### src/hdl/session_handle_table_assert.svh
// ----------------------------------------------------------------------------
// session handle table assertion macros
// concurrent checks that compile away when SYNTHESIS is defined
// ----------------------------------------------------------------------------
`ifndef SESSION_HANDLE_TABLE_ASSERT_SVH
`define SESSION_HANDLE_TABLE_ASSERT_SVH

`ifndef SYNTHESIS

// property that must hold at every clock edge outside reset
`define SHT_ASSERT(label, clk, rst, prop) \
  label: assert property (@(posedge clk) disable iff (rst) (prop)) \
    else $error("session handle table check failed");

// antecedent in one cycle implies consequent in the next
`define SHT_ASSERT_NEXT(label, clk, rst, ante, cons) \
  label: assert property (@(posedge clk) disable iff (rst) (ante) |=> (cons)) \
    else $error("session handle table check failed");

`else

`define SHT_ASSERT(label, clk, rst, prop)
`define SHT_ASSERT_NEXT(label, clk, rst, ante, cons)

`endif

`endif

### src/hdl/sht_pkg.sv
// ----------------------------------------------------------------------------
// sht_pkg
// shared widths, operation codes and entry types of the session handle table
// ----------------------------------------------------------------------------
package sht_pkg;

  localparam int SLOT_COUNT_DEFAULT = 16;

  localparam int HANDLE_W    = 32;
  localparam int SALT_W      = 24;
  localparam int CONN_W      = 16;
  localparam int SLOT_BYTE_W = 8;
  localparam int MODE_W      = 2;

  localparam logic [MODE_W-1:0] MODE_REGISTER   = 2'd0;
  localparam logic [MODE_W-1:0] MODE_UNREGISTER = 2'd1;
  localparam logic [MODE_W-1:0] MODE_VALIDATE   = 2'd2;
  localparam logic [MODE_W-1:0] MODE_DROP       = 2'd3;

  typedef struct packed {
    logic [SALT_W-1:0] salt;
    logic [CONN_W-1:0] conn;
  } sht_entry_t;

  // what the store reports on the slot read in the previous cycle
  typedef struct packed {
    logic used;
    logic conn_hit;
    logic salt_hit;
  } sht_status_t;

endpackage

### src/hdl/sht_slot_store.sv
// ----------------------------------------------------------------------------
// sht_slot_store
// slot memory with used flags, registered read and key compare
// ----------------------------------------------------------------------------
module sht_slot_store
  import sht_pkg::*;
#(
  parameter int SLOT_COUNT = SLOT_COUNT_DEFAULT
) (
  input  logic                                      clk,
  input  logic                                      rst,
  input  logic [(SLOT_COUNT > 1 ? $clog2(SLOT_COUNT) : 1)-1:0] rd_addr,
  input  logic                                      wr_en,
  input  logic [(SLOT_COUNT > 1 ? $clog2(SLOT_COUNT) : 1)-1:0] wr_addr,
  input  sht_entry_t                                wr_data,
  input  logic                                      clr_en,
  input  logic [(SLOT_COUNT > 1 ? $clog2(SLOT_COUNT) : 1)-1:0] clr_addr,
  input  logic [CONN_W-1:0]                         key_conn,
  input  logic [SALT_W-1:0]                         key_salt,
  output sht_status_t                               status
);

  sht_entry_t             mem [SLOT_COUNT];
  logic [SLOT_COUNT-1:0]  used;
  sht_entry_t             rd_entry;
  logic                   rd_used;

  always_ff @(posedge clk) begin
    if (wr_en) begin
      mem[wr_addr] <= wr_data;
    end
    rd_entry <= mem[rd_addr];
  end

  // used flags live in flops so reset empties the table at once
  always_ff @(posedge clk) begin
    if (rst) begin
      used    <= '0;
      rd_used <= 1'b0;
    end else begin
      rd_used <= used[rd_addr];
      if (wr_en) begin
        used[wr_addr] <= 1'b1;
      end
      if (clr_en) begin
        used[clr_addr] <= 1'b0;
      end
    end
  end

  assign status.used     = rd_used;
  assign status.conn_hit = (rd_entry.conn == key_conn);
  assign status.salt_hit = (rd_entry.salt == key_salt);

endmodule

### src/hdl/session_handle_table.sv
// ----------------------------------------------------------------------------
// session_handle_table
// fixed-depth session table addressed by salted one-based slot handles
// ----------------------------------------------------------------------------
//  channel   handshake        word
//  request   start / busy     mode, connection_id, handle, salt
//  result    done (strobe)    ok, handle_out
//
//  register and drop scan the slot memory one slot a cycle through its
//  single read port; register stops early on a free slot.
//  unregister and validate read one slot; a handle naming no slot
//  answers without a slot read.
//  synchronous reset empties the table at once; a new request may be
//  accepted while the last result is on the strobe.
// ----------------------------------------------------------------------------
`include "session_handle_table_assert.svh"

module session_handle_table
  import sht_pkg::*;
#(
  parameter int SLOT_COUNT = SLOT_COUNT_DEFAULT
) (
  input  logic                clk,
  input  logic                rst,
  input  logic                start,
  output logic                busy,
  input  logic [MODE_W-1:0]   mode,
  input  logic [CONN_W-1:0]   connection_id,
  input  logic [HANDLE_W-1:0] handle,
  input  logic [SALT_W-1:0]   salt,
  output logic                done,
  output logic                ok,
  output logic [HANDLE_W-1:0] handle_out
);

  localparam int SLOT_W = (SLOT_COUNT > 1) ? $clog2(SLOT_COUNT) : 1;
  localparam logic [SLOT_BYTE_W:0] SLOT_LIMIT = (SLOT_BYTE_W + 1)'(SLOT_COUNT);
  localparam logic [SLOT_W-1:0]    SLOT_LAST  = SLOT_W'(SLOT_COUNT - 1);

  localparam logic [1:0] ST_IDLE  = 2'd0;
  localparam logic [1:0] ST_READ  = 2'd1;
  localparam logic [1:0] ST_DRAIN = 2'd2;

  logic [1:0]          state;
  logic [MODE_W-1:0]   mode_q;
  logic [CONN_W-1:0]   conn_q;
  logic [HANDLE_W-1:0] handle_q;
  logic [SALT_W-1:0]   salt_q;
  logic [SLOT_W-1:0]   idx;
  logic [SLOT_W-1:0]   last;
  logic [SLOT_W-1:0]   rd_idx;
  logic                rd_last;
  logic                rd_live;
  logic                hit_any;
  logic                hit_next;

  sht_status_t         st;
  sht_entry_t          wr_data;

  logic                finish;
  logic                res_ok;
  logic [HANDLE_W-1:0] res_hout;
  logic                alloc;
  logic                free;
  logic                match;

  logic                is_lookup;
  logic                bad_handle;
  logic [SLOT_W-1:0]   lookup_slot;

  assign busy = (state != ST_IDLE);

  assign is_lookup  = (mode == MODE_UNREGISTER) || (mode == MODE_VALIDATE);
  // handle low byte is the one-based slot: zero or beyond the table names none
  assign bad_handle = (handle[SLOT_BYTE_W-1:0] == '0) ||
                      ({1'b0, handle[SLOT_BYTE_W-1:0]} > SLOT_LIMIT);
  assign lookup_slot = SLOT_W'(handle[SLOT_BYTE_W-1:0] - SLOT_BYTE_W'(1));

  assign wr_data.salt = salt_q;
  assign wr_data.conn = conn_q;

  sht_slot_store #(
    .SLOT_COUNT (SLOT_COUNT)
  ) u_store (
    .clk      (clk),
    .rst      (rst),
    .rd_addr  (idx),
    .wr_en    (alloc),
    .wr_addr  (rd_idx),
    .wr_data  (wr_data),
    .clr_en   (free),
    .clr_addr (rd_idx),
    .key_conn (conn_q),
    .key_salt (handle_q[HANDLE_W-1:SLOT_BYTE_W]),
    .status   (st)
  );

  assign match = st.used && st.conn_hit && st.salt_hit;

  // act on the slot read in the previous cycle
  always_comb begin
    finish   = 1'b0;
    res_ok   = 1'b0;
    res_hout = '0;
    alloc    = 1'b0;
    free     = 1'b0;
    hit_next = hit_any;
    if (rd_live) begin
      unique case (mode_q)
        MODE_REGISTER: begin
          if (!st.used) begin
            alloc    = 1'b1;
            finish   = 1'b1;
            res_ok   = 1'b1;
            res_hout = {salt_q, SLOT_BYTE_W'(rd_idx) + SLOT_BYTE_W'(1)};
          end else if (rd_last) begin
            finish = 1'b1;
          end
        end
        MODE_UNREGISTER: begin
          finish = 1'b1;
          res_ok = match;
          free   = match;
        end
        MODE_VALIDATE: begin
          finish = 1'b1;
          res_ok = match;
        end
        MODE_DROP: begin
          if (st.used && st.conn_hit) begin
            free     = 1'b1;
            hit_next = 1'b1;
          end
          if (rd_last) begin
            finish = 1'b1;
            res_ok = hit_next;
          end
        end
        default: begin
          finish = 1'b1;
        end
      endcase
    end
  end

  always_ff @(posedge clk) begin
    rd_idx  <= idx;
    rd_last <= (idx == last);
    if (state == ST_IDLE && start) begin
      mode_q   <= mode;
      conn_q   <= connection_id;
      handle_q <= handle;
      salt_q   <= salt;
      idx      <= is_lookup ? lookup_slot : '0;
      last     <= is_lookup ? lookup_slot : SLOT_LAST;
    end else if (state == ST_READ && idx != last) begin
      idx <= idx + SLOT_W'(1);
    end
    if (finish) begin
      ok         <= res_ok;
      handle_out <= res_hout;
    end else if (state == ST_IDLE && start && is_lookup && bad_handle) begin
      ok         <= 1'b0;
      handle_out <= '0;
    end
  end

  always_ff @(posedge clk) begin
    if (rst) begin
      state   <= ST_IDLE;
      rd_live <= 1'b0;
      done    <= 1'b0;
      hit_any <= 1'b0;
    end else begin
      done    <= finish;
      rd_live <= (state == ST_READ) && !finish;
      hit_any <= hit_next;
      unique case (state)
        ST_IDLE: begin
          if (start) begin
            hit_any <= 1'b0;
            if (is_lookup && bad_handle) begin
              done <= 1'b1;
            end else begin
              state <= ST_READ;
            end
          end
        end
        ST_READ: begin
          if (finish) begin
            state <= ST_IDLE;
          end else if (idx == last) begin
            state <= ST_DRAIN;
          end
        end
        ST_DRAIN: begin
          if (finish) begin
            state <= ST_IDLE;
          end
        end
        default: begin
          state <= ST_IDLE;
        end
      endcase
    end
  end

  // an accepted word either starts work or answers on the next strobe
  `SHT_ASSERT_NEXT(a_accept_progress, clk, rst, start && !busy, busy || done)
  // no pending slot read once the sequencer is idle
  `SHT_ASSERT(a_idle_no_read, clk, rst, !busy |-> !rd_live)
  // a handle is only handed out with ok
  `SHT_ASSERT(a_handle_needs_ok, clk, rst, (done && !ok) |-> (handle_out == '0))
  // a granted handle always names a slot
  `SHT_ASSERT(a_grant_slot, clk, rst,
              (done && ok && (handle_out != '0)) |-> (handle_out[SLOT_BYTE_W-1:0] != '0))

endmodule

### config.mk
export PLATFORM = sky130hd
export DESIGN_NAME = session_handle_table
export DESIGN_NICKNAME = d
export VERILOG_FILES = /design/src/hdl/sht_pkg.sv /design/src/hdl/sht_slot_store.sv /design/src/hdl/session_handle_table.sv
export VERILOG_INCLUDE_DIRS = /design/src /design/src/hdl
export SDC_FILE = /design/constraint.sdc
export NUM_CORES = 1
export LEC_CHECK = 0
export BUFFER_PORTS_ARGS = -buffer_cell sky130_fd_sc_hd__buf_2
export CAP_MARGIN = 20
export CORE_ASPECT_RATIO = 0.9
export CORE_MARGIN = 5
export CORE_UTILIZATION = 50
export CTS_BUF_LIST = sky130_fd_sc_hd__clkbuf_8
export CTS_CLUSTER_SIZE = 30
export DETAILED_ROUTE_END_ITERATION = 6
export GPL_TIMING_DRIVEN = 0
export PLACE_DENSITY = 0.75
export SLEW_MARGIN = 25
export SYNTH_ARGS = -nofsm -noshare
export SYNTH_HDL_FRONTEND = slang
export SYNTH_SLANG_ARGS = --single-unit
### constraint.sdc
create_clock -name clk -period 5.4 [get_ports clk]
set_input_delay 1.08 -clock clk [delete_from_list [all_inputs] [get_ports clk]]
set_output_delay 1.08 -clock clk [all_outputs]
set_load 0.05 [all_outputs]
==> results of run 1 <==
-- registers in the layout, summed over array words and instances, names as in the netlist, 2 cells and up, named ones only --
name and count:
last 4, u_store.used 15, u_store.rd_entry 40, handle_out 29, mode_q 2, u_store.mem 640, idx 4, handle_q 24
salt_q 24, conn_q 16, state 2, rd_idx 4
-- cell usage after synthesis, drive strengths merged (2+ instances only) --
| master | number | area, um^2 |
|---|---|---|
| edfxtp | 744 | 22300 |
| mux4 | 205 | 4620 |
| dfxtp | 67 | 1340 |
| and2 | 45 | 282 |
| xnor2 | 39 | 342 |
| clkbuf | 35 | 131 |
| buf | 24 | 135 |
| nor2 | 23 | 103 |
| nand2 | 18 | 67.6 |
| a31oi | 17 | 125 |
| o21bai | 16 | 120 |
| xor2 | 15 | 131 |
| nor3 | 11 | 55.1 |
| ha | 10 | 125 |
| nand4 | 10 | 62.6 |
| inv | 8 | 30.0 |
| nand2b | 3 | 18.8 |
| nand3 | 3 | 15.0 |
| nor2b | 3 | 18.8 |
| nor4 | 3 | 18.8 |
| o21ai | 3 | 15.0 |
| o22ai | 3 | 18.8 |
| nor3b | 2 | 15.0 |
| or4 | 2 | 18.8 |
-- logic make-up (layout without fill, tap and decap cells) --
logic type	after synthesis	after routing	share of synthesized area
compound gates	46	46	0.0112
other cells	1	3	0.000124
buf+inv	67	437	0.00980
flops	811	811	0.783
xor+xnor	54	54	0.0156
fa+ha+maj	10	10	0.00414
simple gates	126	126	0.0230
mux	206	206	0.153
-- layout make-up --
type                            count  area [um^2]
Sequential cell                   811        23700
Clock inverter                     89          490
Timing Repair Buffer              130         1060
Buffer                             59          274
Inverter                            8         35.0
Fill cell                        4153        24900
Multi-Input combinational cell    445         6340
Clock buffer                      151         2080
Tap cell                          783          980
-- power by group --
| group | internal, W | switching, W | total [W] | leakage [nW] |
|---|---|---|---|---|
| Combinational | 0.000898 | 0.00103 | 0.00192 | 2.79 |
| Clock | 0.00275 | 0.00234 | 0.00509 | 1.53 |
| Sequential | 0.00716 | 0.000223 | 0.00738 | 7.31 |
-- how the worst max path moves through the flow --
stage	from	end	slack, ps
floorplan	handle[0]	handle_out[0]$_SDFFCE_PP0P_	990
detailed placement	handle[0]	handle_out[9]$_SDFFCE_PP0P_	2000
global route	idx[1]$_DFFE_PP_	u_store.rd_entry[36]$_DFF_P_	2280
CTS	idx[0]$_DFFE_PP_	u_store.rd_entry[36]$_DFF_P_	2350
finish	idx[1]$_DFFE_PP_	u_store.rd_entry[36]$_DFF_P_	2280
global placement	handle[0]	handle_out[8]$_SDFFCE_PP0P_	-1450
-- routing by layer --
metal | part of all wire | wire [um]
met5 | 0 | 0
met4 | 0.025 | 1640
met3 | 0.096 | 6410
met2 | 0.49 | 32900
met1 | 0.39 | 25900
-- critical path: cells and delay by family, from the launching register on --
family                 cells  cell delay [ps]
multiplexers               2              970
flip-flops                 1              580
buffers and inverters      2             1400
-- metrics by stage --
step,instances,setup WS (ps),hold WS (ps),cell area [um^2]
6_report,2476,2280,382,34900
5_1_grt,2476,2280,404,34900
4_1_cts,2476,2350,380,34900
3_5_place_dp,2236,2000,366,32400
3_3_place_gp,2214,-1450,353,31800
2_1_floorplan,1323,994,346,30300
==> run metrics, run 1 <==
R2R depth=4; Global Route met3 Usage=0.0672; DR DRC count=0; DRT antenna net count=0; Core Footprint=~60000 um^2; total power divided by cell area=412 nW/um^2; Yosys reg bits=around 800; CTS tree=yes; most frequent cells in the layout=edfxtp_1, mux4_2, clkbuf_8; hold buffer count at cts=0; min cycle time layout=3120 ps; YS warnings=0; Post-CTS Resized=0; pin count of the biggest net entering global routing=45; R2R setup slack=2280 ps; most common cell after layout, fill and taps aside=edfxtp_1; setup TNS=0 ps; clk sinks=roughly 800; M2 GR Usage=0.334; crit start category=flip-flop; Worst R2R End=u_store.rd_entry[36]$_DFF_P_; crit path cell chain=buf_1 > clkbuf_1 > mux4_2 > mux4_2; Static Leak=11.6 nW; min-delay src=idx[3]$_DFFE_PP_; Final Hold Vio Count=0; GRT overflow=0; Worst Path Arrival=about 3700 ps; initial antenna violation count=0; status=finished, final reports clean; total power=0.0144 W; wire length per cell=27.0 um; CP peak stage delay=850 ps; most used cell, CP=mux4_2; Peak VDD IR=0.251 mV; clk_skew=between 40 and 50 ps; Worst-Skew Late Latency=just under 800 ps; RSZ-0062 raised after global routing=no; input/output buffers=108; Area Overhead vs Synth=15.5%; Clock transition at path regs=approximately 60 ps; ANT cells=0; TritonCTS Buffers=approximately 130; clock root buffer=clkbuf_8; Worst setup EP type=flip-flop; worst slew pin tran=approximately 1100 ps; max-slew violations=0; Mapped Area=around 30000 um^2; nets=1673; Crit Path Class=reg2reg; final core area utilization=0.584; final wirelength=66800 um; Hold Path End=rd_idx[3]$_DFF_P_; fraction of registers with async set/reset=0; TritonRoute pass-1 iters=5; Die Span Y=243 um; FMAX=320 MHz; Mapped Cells=1321; die width=between 200 and 300 um; Seq/Total Area, Yosys=0.783; Distinct cells, synth=between 40 and 50; worst hold path class=reg2reg; Crit-path slowest cell=clkbuf_1; fin crit share=0.578; Post-CTS Setup Bufs=0; vias per cell=5.84; Hold Path Depth=0; FP Rows=85; Mapped Avg Cell Area=around 23 um^2; hpwl dp=39800 um; Rel. slew slack=0.288; Iter 0 DRT Violations=~1600; GRT Total Usage=0.207; Critical R2R Launch=idx[1]$_DFFE_PP_; GR Util met1=0.273; setup violators final=0; routability cong.=0.847; Die Footprint=65500 um^2; # IOs=112; H-tree lvl count=4; Initial Util=0.505; max_cap viols=0; layout cells sized above 1=0.327; top_reg_cell synth=edfxtp_1; EDFF count, synth=744; required time worst endpoint=6010 ps; worst-path fanout max=10; Max clock buf depth=3; total number of vias=14500; number of global-route vias before repair=15400; GRT busiest layer=met2; first-pass GRT wire length=just under 100000 um
(Power assumes the default switching activity.)
==> run 2, diff against run 1 <==
- clock period: 5.4 -> 3.1 ns (I/O delays scaled with it)
==> run 2 against run 1 <==
  * Highest routed layer is now met5
  * Largest power group unchanged
  * Sequential share of layout area decreased by 0.64 points
  * Worst setup slack got worse by 2300 ps
  * Final cell count increased by 1.3%
==> run metrics, run 2 (synthesized netlist as in run 1, its figures left out) <==
WP buf/inv=2 (unchanged); Rel. slew slack=0.354 (was 0.288); worst slew pin tran=970 ps (was 1070 ps); worst hold path class=in2reg (was reg2reg); worst-path fanout max=10 (unchanged); Crit Path Class=reg2reg (unchanged); fin crit share=0.992 (was 0.578); setup TNS=0 ps (unchanged); Die Span Y=243 um (unchanged); initial antenna violation count=1 (was 0); Worst Path Arrival=3650 ps (was 3730 ps); Initial Util=0.505 (unchanged); met2 wire length=33100 um (was 32900 um); first-pass GRT wire length=102000 um (was 99100 um); CTS tree=yes (unchanged); FMAX=325 MHz (was 320 MHz); most common cell after layout, fill and taps aside=edfxtp_1 (unchanged); Peak VDD IR=0.332 mV (was 0.251 mV); H-tree lvl count=4 (unchanged); Top reg by flops=u_store.mem (unchanged); crit path cell chain=buf_1 > clkbuf_1 > mux4_2 > mux4_2 (unchanged); nets=1707 (was 1673); pre-CTS WS=122 ps (was 2000 ps); Static Leak=11.7 nW (was 11.6 nW); GRT Total Usage=0.212 (was 0.207); delay-heaviest family, CP=buffers and inverters (unchanged); TritonRoute pass-1 iters=5 (unchanged); ANT cells=0 (unchanged); TritonCTS Buffers=131 (unchanged); total number of vias=14800 (was 14500); Final WS setup=25.4 ps (was 2280 ps); Max clock buf depth=3 (unchanged); status=finished, final reports clean (unchanged); Area Overhead vs Synth=16.6% (was 15.5%); max_cap viols=0 (unchanged); DRT antenna net count=0 (unchanged); RSZ-0062 raised after global routing=no (unchanged); Die Footprint=65500 um^2 (unchanged); die width=269 um (unchanged); # IOs=112 (unchanged); routability cong.=0.800 (was 0.847); WL met3=7200 um (was 6410 um); number of global-route vias before repair=15500 (was 15400); Clock transition at path regs=60 ps (about the same); highest metal used=met5 (was met4); DP Area=32400 um^2 (about the same); top flop regs=u_store.mem x640, u_store.rd_entry x40, handle_out x29 (unchanged); FP Rows=85 (unchanged); clk sinks=811 (unchanged); layout cells sized above 1=0.323 (was 0.327); DR DRC count=0 (unchanged); pin count of the biggest net entering global routing=51 (was 45); clk_skew=44.3 ps (was 44.5 ps); Worst-Skew Late Latency=770 ps (about the same); wire length per cell=27.4 um (was 27.0 um); final wirelength=68800 um (was 66800 um); vias per cell=5.89 (was 5.84); Final Cell Area=35300 um^2 (was 34900 um^2); clock root buffer=clkbuf_8 (unchanged); Iter 0 DRT Violations=1595 (was 1613); hpwl dp=40600 um (was 39800 um); most used cell, CP=mux4_2 (unchanged); Crit-path slowest cell=clkbuf_1 (unchanged); GRT overflow=0 (unchanged); max-slew violations=0 (unchanged); total power divided by cell area=712 nW/um^2 (was 412 nW/um^2); crit start category=flip-flop (unchanged); min cycle time layout=3070 ps (was 3120 ps); Worst setup EP type=flip-flop (unchanged); most frequent cells in the layout=edfxtp_1, mux4_2, clkbuf_8 (unchanged); required time worst endpoint=3680 ps (was 6010 ps); CP peak stage delay=760 ps (was 850 ps); Core Footprint=59900 um^2 (unchanged); max reg flops=640 (unchanged); Final Hold Vio Count=0 (unchanged); M1 WL=26900 um (was 25900 um); input/output buffers=108 (unchanged); setup violators final=0 (unchanged); Post-CTS Resized=0 (unchanged)
-- run 2: cell types whose count changed in the layout (fill, tap and decap cells not counted), sizes merged --
cell,delta
clkinvlp,+2
dlygate4sd3,+34
clkinv,+11
clkbuf,-5
inv,-11
bufinv,+1
-- run 2: worst paths after layout --
| path | startpoint | endpoint | slack (ps) | cells after the start |
|---|---|---|---|---|
| worst min register to register | idx[2]$_DFFE_PP_ | rd_idx[2]$_DFF_P_ | 410 | 0 |
| worst max register to register | idx[1]$_DFFE_PP_ | u_store.rd_entry[20]$_DFF_P_ | 30 | 4 |
| worst min-delay path | salt[10] | salt_q[10]$_DFFE_PP_ | 50 | 1 |
| worst max-delay path | idx[1]$_DFFE_PP_ | u_store.rd_entry[20]$_DFF_P_ | 30 | 4 |
-- run 2: cell type report --
type | instances | area [um^2]
buffer | 58 | 272
clock buffer | 146 | 2010
multi-input combinational | 445 | 6340
tap | 783 | 980
clock inverter | 92 | 533
inverter | 8 | 35.0
fill | 4172 | 24600
timing repair buffer | 165 | 1430
sequential | 811 | 23700
-- run 2: layer usage --
layer  vias up  global-route usage
met2       832               0.337
met5         -                   0
li1       6125                   -
met3       119              0.0585
met4         2              0.0702
met1      7691               0.291
-- run 2: stage by stage --
stage	power (W)	utilization	instances	hold slack, ps
finish	0.0251	0.589	2508	54.3
global route	0.0261	0.589	2508	9.08
floorplan	0.0153	-	1323	346
global placement	0.0164	0.531	2214	392
detailed placement	0.0165	0.541	2237	376
CTS	0.0253	0.589	2509	0.101
-- run 2: where the power goes --
| group | leakage, nW | internal, W | switching [W] |
|---|---|---|---|
| Sequential | 7.31 | 0.0125 | 0.000406 |
| Combinational | 2.94 | 0.00160 | 0.00180 |
| Clock | 1.48 | 0.00475 | 0.00410 |
-- run 2: what timing repair did --
item | 4_1_cts | 5_1_grt
hold endpoints to repair | 34 | 0
hold buffers | 34 | 0
endpoints found under the setup margin | 0 | 1
setup buffers | 0 | 0
